## src/design/sica_pkg.sv

```systemverilog
// Package for the signed integer calculator ALU.
// Holds field widths, operation and status codes and the sequencer state type.
// No dependencies.
`timescale 1ns / 1ps

package sica_pkg;

   parameter int MODE_W   = 3;
   parameter int FIELD_W  = 32;
   parameter int STATUS_W = 2;

   parameter logic [MODE_W-1:0] MODE_ADD  = 3'd0;
   parameter logic [MODE_W-1:0] MODE_SUB  = 3'd1;
   parameter logic [MODE_W-1:0] MODE_MUL  = 3'd2;
   parameter logic [MODE_W-1:0] MODE_DIV  = 3'd3;
   parameter logic [MODE_W-1:0] MODE_REM  = 3'd4;
   parameter logic [MODE_W-1:0] MODE_SQRT = 3'd5;
   parameter logic [MODE_W-1:0] MODE_POW  = 3'd6;

   parameter logic [STATUS_W-1:0] STATUS_OK   = 2'd0;
   parameter logic [STATUS_W-1:0] STATUS_OVF  = 2'd1;
   parameter logic [STATUS_W-1:0] STATUS_DIV0 = 2'd2;
   parameter logic [STATUS_W-1:0] STATUS_NSQ  = 2'd3;

   typedef enum logic [2:0] {
      ST_IDLE,
      ST_LOAD,
      ST_MUL,
      ST_MCHK,
      ST_DIV,
      ST_DFIX,
      ST_SQRT,
      ST_FIN
   } state_type;

endpackage

```

## src/design/sica_if.sv

```systemverilog
// Valid/ready channel interfaces for the signed integer calculator ALU.
// Request carries mode and operands, response carries result and status.
// Depends on sica_pkg.
`timescale 1ns / 1ps

interface sica_req_if;
   import sica_pkg::*;
   logic                      valid;
   logic                      ready;
   logic [MODE_W-1:0]         mode;
   logic signed [FIELD_W-1:0] operand_a;
   logic signed [FIELD_W-1:0] operand_b;

   modport source (output valid, output mode, output operand_a, output operand_b,
                   input ready);
   modport sink   (input valid, input mode, input operand_a, input operand_b,
                   output ready);
endinterface

interface sica_rsp_if;
   import sica_pkg::*;
   logic                      valid;
   logic                      ready;
   logic signed [FIELD_W-1:0] result;
   logic [STATUS_W-1:0]       status;

   modport source (output valid, output result, output status, input ready);
   modport sink   (input valid, input result, input status, output ready);
endinterface

```

## src/design/signed_integer_calculator_alu_unit.sv

```systemverilog
// Add, sub, trivial power, divide by zero and negative root go from load straight to finish;
// mul takes one multiply and overflow check; div/rem take DATA_WIDTH restoring steps (one
// per quotient bit) and a sign fix; sqrt takes (DATA_WIDTH+1)/2 steps (one per root bit);
// power takes k <= DATA_WIDTH products through the shared multiplier. Results wait in the
// output register while the next request is taken; finish stalls until that register is free.
// Reset is synchronous: clears the sequencer and the response valid.
`timescale 1ns / 1ps

module signed_integer_calculator_alu_unit #(
   parameter int DATA_WIDTH = 32
) (
   input  logic      clock,
   input  logic      reset,
   sica_req_if.sink   req_if,
   sica_rsp_if.source rsp_if
);
   import sica_pkg::*;

   localparam int DW       = DATA_WIDTH;
   localparam int UW       = DATA_WIDTH + 1;
   localparam int SQ_STEPS = (DATA_WIDTH + 1) / 2;
   localparam int SQ_TOP   = 2 * (SQ_STEPS - 1);

   state_type state_ff, state_in;

   logic [MODE_W-1:0]     op_ff, op_in;
   logic signed [DW-1:0]  a_ff, a_in;
   logic signed [DW-1:0]  b_ff, b_in;
   logic signed [DW-1:0]  acc_ff, acc_in;
   logic [UW-1:0]         rem_ff, rem_in;
   logic [DW-1:0]         bit_ff, bit_in;
   logic [DW-1:0]         dvs_ff, dvs_in;
   logic [DW-1:0]         cnt_ff, cnt_in;
   logic signed [2*DW-1:0] prod_ff, prod_in;
   logic signed [DW-1:0]  res_ff, res_in;
   logic [STATUS_W-1:0]   sts_ff, sts_in;
   logic signed [DW-1:0]  rsp_res_ff, rsp_res_in;
   logic [STATUS_W-1:0]   rsp_sts_ff, rsp_sts_in;
   logic                  rsp_valid_ff, rsp_valid_in;

   logic            req_fire;
   logic            rsp_free;
   logic            a_neg, b_neg, b_zero, a_trivial;
   logic            mul_ovf, last;
   logic [DW-1:0]   a_mag, b_mag;
   logic [UW-1:0]   sub_x, sub_y;
   logic [UW:0]     sub_diff;
   logic            sub_ge;
   logic [DW:0]     addsub;

   assign req_fire  = req_if.valid && req_if.ready;
   assign rsp_free  = !rsp_valid_ff || rsp_if.ready;
   assign a_neg     = a_ff[DW-1];
   assign b_neg     = b_ff[DW-1];
   assign b_zero    = (b_ff == '0);
   assign a_trivial = (a_ff == '0) || (a_ff == DW'(1)) || (&a_ff);
   assign a_mag     = a_neg ? DW'(~a_ff + 1'b1) : DW'(a_ff);
   assign b_mag     = b_neg ? DW'(~b_ff + 1'b1) : DW'(b_ff);
   assign last      = (cnt_ff == DW'(1));
   assign mul_ovf   = !((&prod_ff[2*DW-1:DW-1]) || !(|prod_ff[2*DW-1:DW-1]));
   assign addsub    = (op_ff == MODE_SUB) ? ({a_ff[DW-1], a_ff} - {b_ff[DW-1], b_ff})
                                          : ({a_ff[DW-1], a_ff} + {b_ff[DW-1], b_ff});

   // shared subtractor: restoring divide step or square root step
   assign sub_x    = (state_ff == ST_DIV) ? {rem_ff[DW-1:0], acc_ff[DW-1]} : rem_ff;
   assign sub_y    = (state_ff == ST_DIV) ? {1'b0, dvs_ff} : {1'b0, (acc_ff | bit_ff)};
   assign sub_diff = {1'b0, sub_x} - {1'b0, sub_y};
   assign sub_ge   = !sub_diff[UW];

   assign prod_in  = acc_ff * a_ff;

   always_comb begin
      state_in = state_ff;
      case (state_ff)
         ST_IDLE: begin
            if (req_if.valid) state_in = ST_LOAD;
         end
         ST_LOAD: begin
            case (op_ff)
               MODE_MUL:           state_in = ST_MUL;
               MODE_DIV, MODE_REM: state_in = b_zero ? ST_FIN : ST_DIV;
               MODE_SQRT:          state_in = a_neg ? ST_FIN : ST_SQRT;
               MODE_POW:           state_in = (b_neg || b_zero || a_trivial) ? ST_FIN : ST_MUL;
               default:            state_in = ST_FIN;
            endcase
         end
         ST_MUL:  state_in = ST_MCHK;
         ST_MCHK: state_in = (mul_ovf || last) ? ST_FIN : ST_MUL;
         ST_DIV:  state_in = last ? ST_DFIX : ST_DIV;
         ST_DFIX: state_in = ST_FIN;
         ST_SQRT: state_in = last ? ST_FIN : ST_SQRT;
         ST_FIN: begin
            if (rsp_free) state_in = ST_IDLE;
         end
         default: state_in = ST_IDLE;
      endcase
   end

   always_comb begin
      logic [DW-1:0] root;
      op_in  = op_ff;
      a_in   = a_ff;
      b_in   = b_ff;
      acc_in = acc_ff;
      rem_in = rem_ff;
      bit_in = bit_ff;
      dvs_in = dvs_ff;
      cnt_in = cnt_ff;
      res_in = res_ff;
      sts_in = sts_ff;
      root   = acc_ff >> 1;
      case (state_ff)
         ST_IDLE: begin
            op_in = req_if.mode;
            a_in  = req_if.operand_a[DW-1:0];
            b_in  = req_if.operand_b[DW-1:0];
         end
         ST_LOAD: begin
            res_in = '0;
            sts_in = STATUS_OK;
            case (op_ff)
               MODE_ADD, MODE_SUB: begin
                  if (addsub[DW] != addsub[DW-1]) sts_in = STATUS_OVF;
                  else res_in = addsub[DW-1:0];
               end
               MODE_MUL: begin
                  acc_in = b_ff;
                  cnt_in = DW'(1);
               end
               MODE_DIV, MODE_REM: begin
                  if (b_zero) sts_in = STATUS_DIV0;
                  acc_in = a_mag;
                  dvs_in = b_mag;
                  rem_in = '0;
                  cnt_in = DW'(DATA_WIDTH);
               end
               MODE_SQRT: begin
                  if (a_neg) sts_in = STATUS_NSQ;
                  rem_in = {1'b0, a_ff};
                  acc_in = '0;
                  bit_in = DW'(1) << SQ_TOP;
                  cnt_in = DW'(SQ_STEPS);
               end
               MODE_POW: begin
                  if (b_neg) res_in = '0;
                  else if (b_zero) res_in = DW'(1);
                  else if (&a_ff) res_in = b_ff[0] ? '1 : DW'(1);
                  else if (a_trivial) res_in = a_ff;
                  acc_in = DW'(1);
                  cnt_in = b_ff;
               end
               default: res_in = '0;
            endcase
         end
         ST_MCHK: begin
            if (mul_ovf) begin
               sts_in = STATUS_OVF;
               res_in = '0;
            end else begin
               acc_in = prod_ff[DW-1:0];
               cnt_in = cnt_ff - 1'b1;
               res_in = prod_ff[DW-1:0];
            end
         end
         ST_DIV: begin
            rem_in = sub_ge ? sub_diff[UW-1:0] : sub_x;
            acc_in = {acc_ff[DW-2:0], sub_ge};
            cnt_in = cnt_ff - 1'b1;
         end
         ST_DFIX: begin
            if (op_ff == MODE_DIV) begin
               if (a_neg ^ b_neg) res_in = DW'(~acc_ff + 1'b1);
               else if (acc_ff[DW-1]) sts_in = STATUS_OVF;
               else res_in = acc_ff;
            end else begin
               res_in = a_neg ? DW'(~rem_ff[DW-1:0] + 1'b1) : rem_ff[DW-1:0];
            end
         end
         ST_SQRT: begin
            if (sub_ge) begin
               rem_in = sub_diff[UW-1:0];
               root   = (acc_ff >> 1) | bit_ff;
            end
            acc_in = root;
            bit_in = bit_ff >> 2;
            cnt_in = cnt_ff - 1'b1;
            res_in = root;
         end
         default: ;
      endcase
   end

   always_comb begin
      rsp_res_in   = rsp_res_ff;
      rsp_sts_in   = rsp_sts_ff;
      rsp_valid_in = rsp_valid_ff && !rsp_if.ready;
      if (state_ff == ST_FIN && rsp_free) begin
         rsp_res_in   = res_ff;
         rsp_sts_in   = sts_ff;
         rsp_valid_in = 1'b1;
      end
   end

   always_ff @(posedge clock) begin
      if (reset) begin
         state_ff     <= ST_IDLE;
         rsp_valid_ff <= 1'b0;
      end else begin
         state_ff     <= state_in;
         rsp_valid_ff <= rsp_valid_in;
      end
   end

   always_ff @(posedge clock) begin
      op_ff      <= op_in;
      a_ff       <= a_in;
      b_ff       <= b_in;
      acc_ff     <= acc_in;
      rem_ff     <= rem_in;
      bit_ff     <= bit_in;
      dvs_ff     <= dvs_in;
      cnt_ff     <= cnt_in;
      prod_ff    <= prod_in;
      res_ff     <= res_in;
      sts_ff     <= sts_in;
      rsp_res_ff <= rsp_res_in;
      rsp_sts_ff <= rsp_sts_in;
   end

   assign req_if.ready  = (state_ff == ST_IDLE);
   assign rsp_if.valid  = rsp_valid_ff;
   assign rsp_if.result = FIELD_W'(rsp_res_ff);
   assign rsp_if.status = rsp_sts_ff;

   a_accept_load: assert property (@(posedge clock) disable iff (reset)
      req_fire |=> state_ff == ST_LOAD)
      else $error("accepted transaction did not enter load");

   a_count_live: assert property (@(posedge clock) disable iff (reset)
      (state_ff == ST_DIV || state_ff == ST_SQRT || state_ff == ST_MCHK) |-> cnt_ff != '0)
      else $error("iteration count ran out");

   a_error_zero: assert property (@(posedge clock) disable iff (reset)
      (rsp_valid_ff && rsp_sts_ff != STATUS_OK) |-> rsp_res_ff == '0)
      else $error("nonzero result with error status");

   a_nsq_mode: assert property (@(posedge clock) disable iff (reset)
      (state_ff == ST_FIN && sts_ff == STATUS_NSQ) |-> op_ff == MODE_SQRT)
      else $error("negative root status outside sqrt");

   a_div0_mode: assert property (@(posedge clock) disable iff (reset)
      (state_ff == ST_FIN && sts_ff == STATUS_DIV0) |-> (op_ff == MODE_DIV || op_ff == MODE_REM))
      else $error("divide by zero status outside div/rem");

endmodule
```

## src/flat_wrapper.sv

```systemverilog
// flat-port wrapper written by rule: the top's interface ports become plain ports
module signed_integer_calculator_alu_unit_flat import sica_pkg::*;
#(
   parameter int DATA_WIDTH = 32
)
  (clock, reset, req_if_valid, req_if_mode, req_if_operand_a, req_if_operand_b, req_if_ready, rsp_if_valid, rsp_if_result, rsp_if_status, rsp_if_ready);
  sica_req_if req_if_i ();
  sica_rsp_if rsp_if_i ();
  input  logic clock;
  input  logic reset;
  input wire logic [$bits(req_if_i.valid)-1:0] req_if_valid;
  input wire logic [$bits(req_if_i.mode)-1:0] req_if_mode;
  input wire logic [$bits(req_if_i.operand_a)-1:0] req_if_operand_a;
  input wire logic [$bits(req_if_i.operand_b)-1:0] req_if_operand_b;
  output wire logic [$bits(req_if_i.ready)-1:0] req_if_ready;
  output wire logic [$bits(rsp_if_i.valid)-1:0] rsp_if_valid;
  output wire logic [$bits(rsp_if_i.result)-1:0] rsp_if_result;
  output wire logic [$bits(rsp_if_i.status)-1:0] rsp_if_status;
  input wire logic [$bits(rsp_if_i.ready)-1:0] rsp_if_ready;
  assign req_if_i.valid = req_if_valid;
  assign req_if_i.mode = req_if_mode;
  assign req_if_i.operand_a = req_if_operand_a;
  assign req_if_i.operand_b = req_if_operand_b;
  assign req_if_ready = req_if_i.ready;
  assign rsp_if_valid = rsp_if_i.valid;
  assign rsp_if_result = rsp_if_i.result;
  assign rsp_if_status = rsp_if_i.status;
  assign rsp_if_i.ready = rsp_if_ready;
  signed_integer_calculator_alu_unit #(.DATA_WIDTH(DATA_WIDTH)) u_core (.clock(clock), .reset(reset), .req_if(req_if_i), .rsp_if(rsp_if_i));
endmodule
```

## config.mk

```make
export PLATFORM = sky130hd
export DESIGN_NAME = signed_integer_calculator_alu_unit_flat
export DESIGN_NICKNAME = d
export VERILOG_FILES = /design/src/design/sica_pkg.sv /design/src/design/sica_if.sv /design/src/design/signed_integer_calculator_alu_unit.sv /design/src/flat_wrapper.sv
export SDC_FILE = /design/constraint.sdc
export NUM_CORES = 2
export LEC_CHECK = 0
export ABC_AREA = 1
export BUFFER_PORTS_ARGS = -buffer_cell sky130_fd_sc_hd__buf_2
export CORE_MARGIN = 4
export CORE_UTILIZATION = 45
export CTS_CLUSTER_DIAMETER = 50
export CTS_CLUSTER_SIZE = 40
export DETAILED_ROUTE_END_ITERATION = 6
export HOLD_SLACK_MARGIN = 0.03
export PLACE_DENSITY_LB_ADDON = 0.08
export SLEW_MARGIN = 25
export SYNTH_ARGS = -nofsm -noshare
export SYNTH_HDL_FRONTEND = slang
export SYNTH_SLANG_ARGS = --single-unit
```

## constraint.sdc

```tcl
create_clock -name clock -period 22.2 [get_ports clock]
set_input_delay 4.44 -clock clock [delete_from_list [all_inputs] [get_ports clock]]
set_output_delay 4.44 -clock clock [all_outputs]
set_load 0.03 [all_outputs]
```

-- After elaboration in Yosys (flattened, before gate mapping)
Cells that the tools add are included.
- multiply operators: 1
- add/sub/neg operators: 8
- multiplexer cells: 51
- reduce and logical (&&, ||, !) cells: 38
- equal/unequal tests: 28
- bitwise operators: 7
- operators with widths (cell ; number):
    2-to-1 mux 32 bit ; 17
    case mux 32 bit (4 select lines) ; 4
    2-to-1 mux 33 bit ; 4
    adder 32 x 1 -> 32 bit, second input constant ; 4
    NOT 32 bit ; 4
    case mux 32 bit (2 select lines) ; 2
    case mux 33 bit (3 select lines) ; 1
    case mux 32 bit (3 select lines) ; 1
    case mux 33 bit (2 select lines) ; 1
    zero test 32 bit ; 2
    multiplier 32 x 32 -> 64 bit ; 1
    subtractor 33 x 33 -> 34 bit ; 1
    adder 32 x 32 -> 33 bit ; 1
    AND reduction 33 bit ; 1
    OR reduction 33 bit ; 1
    subtractor 32 x 32 -> 33 bit ; 1
    equality test 32 x 1 -> 1 bit, second input constant ; 1
    equality test 32 x 2 -> 1 bit, second input constant ; 1
    bitwise OR 31 x 32 -> 32 bit ; 1
    bitwise OR 32 bit ; 1
    AND reduction 32 bit ; 1
    subtractor 32 x 1 -> 32 bit, second input constant ; 1
    2-to-1 mux 31 bit ; 1
    case mux 3 bit (8 select lines) ; 1
    26 further kinds ; 79
- bits of input ports: 71
- flip-flop bits (word level): 364
- logic and storage cells: 149
- output and inout bits: 36

-- Depth between registers and ports, before layout
- word-level depth: 9
- depth in mapped cells: 33
- depth with buffers taken out: 32

-- Least setup slack after synthesis
Ideal clock, no wire load.
- path kind: register -> output
- start point: reg u_core.state_ff[2]
- end point: out req_if_ready
- data arrival time: 5616 ps
- buffers on the path: 1
- slack: 12144 ps
- cell stages (with the launch flop): 3
- data required time: 17760 ps
- cells stage by stage: dfxtp_1 buf_2 nor3_1
- cells in the longest elaborated chain, start to end: 1
- ends and longest elaborated chain (element ; RTL line ; text):
    from (decl) ; signed_integer_calculator_alu_unit.sv:24 ; state_type state_ff, state_in;
    from (signal assigned) ; signed_integer_calculator_alu_unit.sv:209 ; state_ff <= state_in;
    zero test 3 bit ; signed_integer_calculator_alu_unit.sv:230 ; assign req_if.ready = (state_ff == ST_IDLE);
    to (decl) ; flat_wrapper.sv:15 ; output wire logic [$bits(req_if_i.ready)-1:0] req_if_ready;
No other way between the ends.

-- Final worst setup path
- start point: reg u_core.a_ff[5]
- end point: reg u_core.prod_ff[52]
- cells in the longest elaborated chain, start to end: 1
- ends and longest elaborated chain (element ; RTL line ; text):
    from (decl) ; signed_integer_calculator_alu_unit.sv:27 ; logic signed [DW-1:0] a_ff, a_in;
    from (signal assigned) ; signed_integer_calculator_alu_unit.sv:216 ; a_ff <= a_in;
    multiplier 32 x 32 -> 64 bit ; signed_integer_calculator_alu_unit.sv:70 ; assign prod_in = acc_ff * a_ff;
    net u_core.prod_in[52] ; signed_integer_calculator_alu_unit.sv:34 ; logic signed [2*DW-1:0] prod_ff, prod_in;
    to (signal assigned) ; signed_integer_calculator_alu_unit.sv:223 ; prod_ff <= prod_in;
    to (decl) ; signed_integer_calculator_alu_unit.sv:34 ;
The timed path passes the listed nets, and every way through them passes these cells.
A chain may end at the register's enable or synchronous reset.

==> summary.md <==
| Metric | Value |
|---|---|
| Worst Tran Pin Value | 1.127 ns |
| Final setup viols | 0 |
| Post_cts resized | 0 |
| Synth top cells by count | inv_1, nand2_1, fa_1, o21ai_0, nor2_1 |
| Failing checks | design-rule violations |
| Initial Util | 0.4536 |
| Unrepaired setup endpoints after global routing | no |
| Detailed Place HPWL | about 180000 um |
| R2R depth | 26 |
| CP required | between 20 and 25 ns |
| Worst skew pair latency | slightly below 0.7 ns |
| Worst reg2reg startpoint | u_core.a_ff[5] |
| WL/cell | 24.60 um |
| Clock sink total | approximately 350 |
| Slew HR | 0.2407 |
| Async SR Flop Fraction | 0 |
| Gr ovfl total | 0 |
| Hold_buf cts | 0 |
| Crit-path max FO | 33 |
| Critical Path AT | approximately 10 ns |
| Fillers | around 13000 |
| Setup Buffers After CTS | 0 |
| Post-synth EDFFs | 280 |
| Min Hold Slack | 0.4149 ns |
| Worst R2R Setup Slack | between 10 and 15 ns |
| First DRT Iteration DRCs | 5263 |
| Max Freq | ~110 MHz |
| Post-synthesis instance total | between 7000 and 8000 |
| Fin nets | about 9000 |
| Count leader, synth | inv_1 |
| Final Wtd Congestion | between 1 and 1.5 |
| Remaining DRCs | 8 |
| CP startpoint kind | flop |
| Post-synthesis register bit count | 348 |
| Mapped Avg Cell Area | between 7 and 8 um2 |
| Fin crit period | ~9.4 ns |
| Post-synth design cell area | ~61000 um2 |
| Vias per inst | around 5.5 |
| Port bufs | approximately 110 |
| Ranking of synthesized cells by area | fa_1, edfxtp_1, inv_1, nand2_1, ha_1 |
| Min-delay src | u_core.res_ff[25] |
| Clock Skew | roughly 0.042 ns |
| MaxCap Viol Count | 0 |
| Layout cells sized above 1 | 0.05928 |
| DR top layer | met5 |
| Final Hold Viols | 0 |
| Hold Path Cell Cnt | 0 |
| Setup_tns | 0 ns |
| Worst flop-to-flop path endpoint | u_core.prod_ff[52] |
| Die W | approximately 380 um |
| Post-Syn Nets | 9035 |
| Final wirelength | 230800 um |
| Root Buffer | clkbuf_16 |
| Gr usage total | 0.3328 |
| Largest area contributor in the synthesized netlist | fa_1 |
| Vias in the first global route | approximately 53000 |
| Netlist cell types | 70 |
| CTS tree | built |
| Prevailing post-synth register cell | edfxtp_1 |
| CTS max path bufs | 3 |
| Total number of vias | roughly 52000 |
| CTS clk-pin slew, worst paths | roughly 0.070 ns |
| Top-area cell type share of the netlist area | 0.3580 |
| Cell row count | 134 |
| Crit path launch | u_core.a_ff[5] |
| First-pass GRT wire length | around 350000 um |
| Post-route cell area | approximately 65000 um2 |
| Hold Path Class | reg2reg |
| Number of optimization iterations in the first detailed-route pass | 7 |
| Die H | around 380 um |
| CP endpoint kind | flop |
| Met1 WL | between 90000 and 100000 um |
| IO Pins | 107 |
| Yosys Warn Count | 0 |
| Pin count of the biggest net entering global routing | 79 |
| WL met3 | about 25000 um |
| CTS buffer count | around 70 |
| Sequential cell area fraction in the yosys report | 0.1612 |
| Part of the cycle the worst path needs | 0.4220 |
| ANT nets after route | 0 |
| Area after DPL | roughly 63000 um2 |
| Slew Viols, Final | 0 |
| Met2 WL post-DR | 101000 um |
| Post-place setup slack | 12.93 ns |
| Antenna violations before repair | 21 |
| WHS Endpoint | u_core.rsp_if.result[25] |
| Die area | around 140000 um2 |
| Final worst slack | ~13 ns |
| Outcome | complete, but fails checks |
| Layout Area Growth over Synthesis | 7.751% |
| Core Area | between 100000 and 150000 um2 |
| Number of H-tree levels | 3 |
| WS Path Type | reg2reg |
## cells by family after synthesis
logic type / Yosys count / share of synthesized area
mux: 2 / 0.0003303
flops: 348 / 0.1612
buf+inv: 2250 / 0.1415
xor+xnor: 158 / 0.02283
compound gates: 872 / 0.08172
simple gates: 2650 / 0.1812
fa+ha+maj: 1342 / 0.4113
## stage by stage
step                      cells    util
after global placement     9252  0.4701
after global routing       9376  0.4887
after detailed placement   9252  0.4701
after CTS                  9376  0.4887
final                      9379  0.4888
after floorplan            7622       -
## metal layers
layer  vias up  track usage
li1      22800            -
met5         -            0
met1     25790       0.4397
met4        20       0.1462
met2      2550       0.5126
met3       572      0.09350
## flip-flops by register name, summed over array words and instances, names as in the netlist
| name | flops |
|---|---|
| u_core.prod_ff | 64 |
| u_core.rem_ff | 33 |
| u_core.a_ff | 32 |
| u_core.acc_ff | 32 |
| u_core.b_ff | 32 |
| u_core.cnt_ff | 32 |
| u_core.dvs_ff | 32 |
| u_core.res_ff | 32 |
| u_core.rsp_if.result | 32 |
| u_core.bit_ff | 16 |
| u_core.op_ff | 3 |
| u_core.state_ff | 3 |
| u_core.rsp_if.status | 2 |
| u_core.sts_ff | 2 |
| u_core.rsp_if.valid | 1 |
## area by class of cell
class                           count  area [um2]  share of cell area
Clock inverter                     50       750.7             0.01149
Sequential cell                   348        9769              0.1496
Antenna cell                        3       7.507           0.0001149
Inverter                         1887        7083              0.1084
Timing Repair Buffer              225        1436             0.02199
Clock buffer                       74        1744             0.02670
Tap cell                         1768        2212             0.03387
Multi-Input combinational cell   5024       42310              0.6478
## critical path: stages (launching register included)
cell and delay, ns:
edfxtp_1 0.43, buf_4 0.51, nand2_1 0.27, inv_1 0.15
fa_1 0.39, inv_1 0.25, fa_1 0.46, inv_1 0.22
fa_1 0.50, fa_1 0.89, inv_1 0.43, fa_1 0.59
inv_1 0.06, fa_1 0.52, inv_1 0.05, fa_1 0.47
inv_1 0.05, fa_1 0.45, ha_1 0.42, nand2_1 0.14
nor2_1 0.14, inv_1 0.11, nor3_1 0.83, nand4_1 0.23
nor2_1 0.50, o21bai_1 0.15, nand2_1 0.09
## worst max-delay path by stage
stage                                     to  slack, ns  cells after the start
after floorplan                 req_if_ready      12.14                      2
after global placement    u_core.prod_ff[52]      13.00                     26
after detailed placement  u_core.prod_ff[52]      12.93                     26
after CTS                 u_core.prod_ff[52]      12.91                     26
after global routing      u_core.prod_ff[52]      12.44                     26
final                     u_core.prod_ff[52]      12.83                     26
## layout by cell type, fill, tap and decap left out, types with 26 or more instances in the layout
cell / instances
inv_1: 1868
a31oi_1: 31
nor3_1: 54
a21oi_1: 236
buf_2: 106
clkbuf_16: 68
o21ai_0: 374
ha_1: 258
xnor2_1: 50
nor2_1: 372
fa_1: 1084
edfxtp_1: 280
dfxtp_1: 68
nand4_1: 64
nand3_1: 220
o211ai_1: 26
nor4_1: 46
xor2_1: 108
nand2_1: 1782
o21bai_1: 37
o21ai_1: 34
buf_4: 118
Power is not shown: default switching activity piles up to over one toggle a cycle in this logic, so the estimate is an artifact.
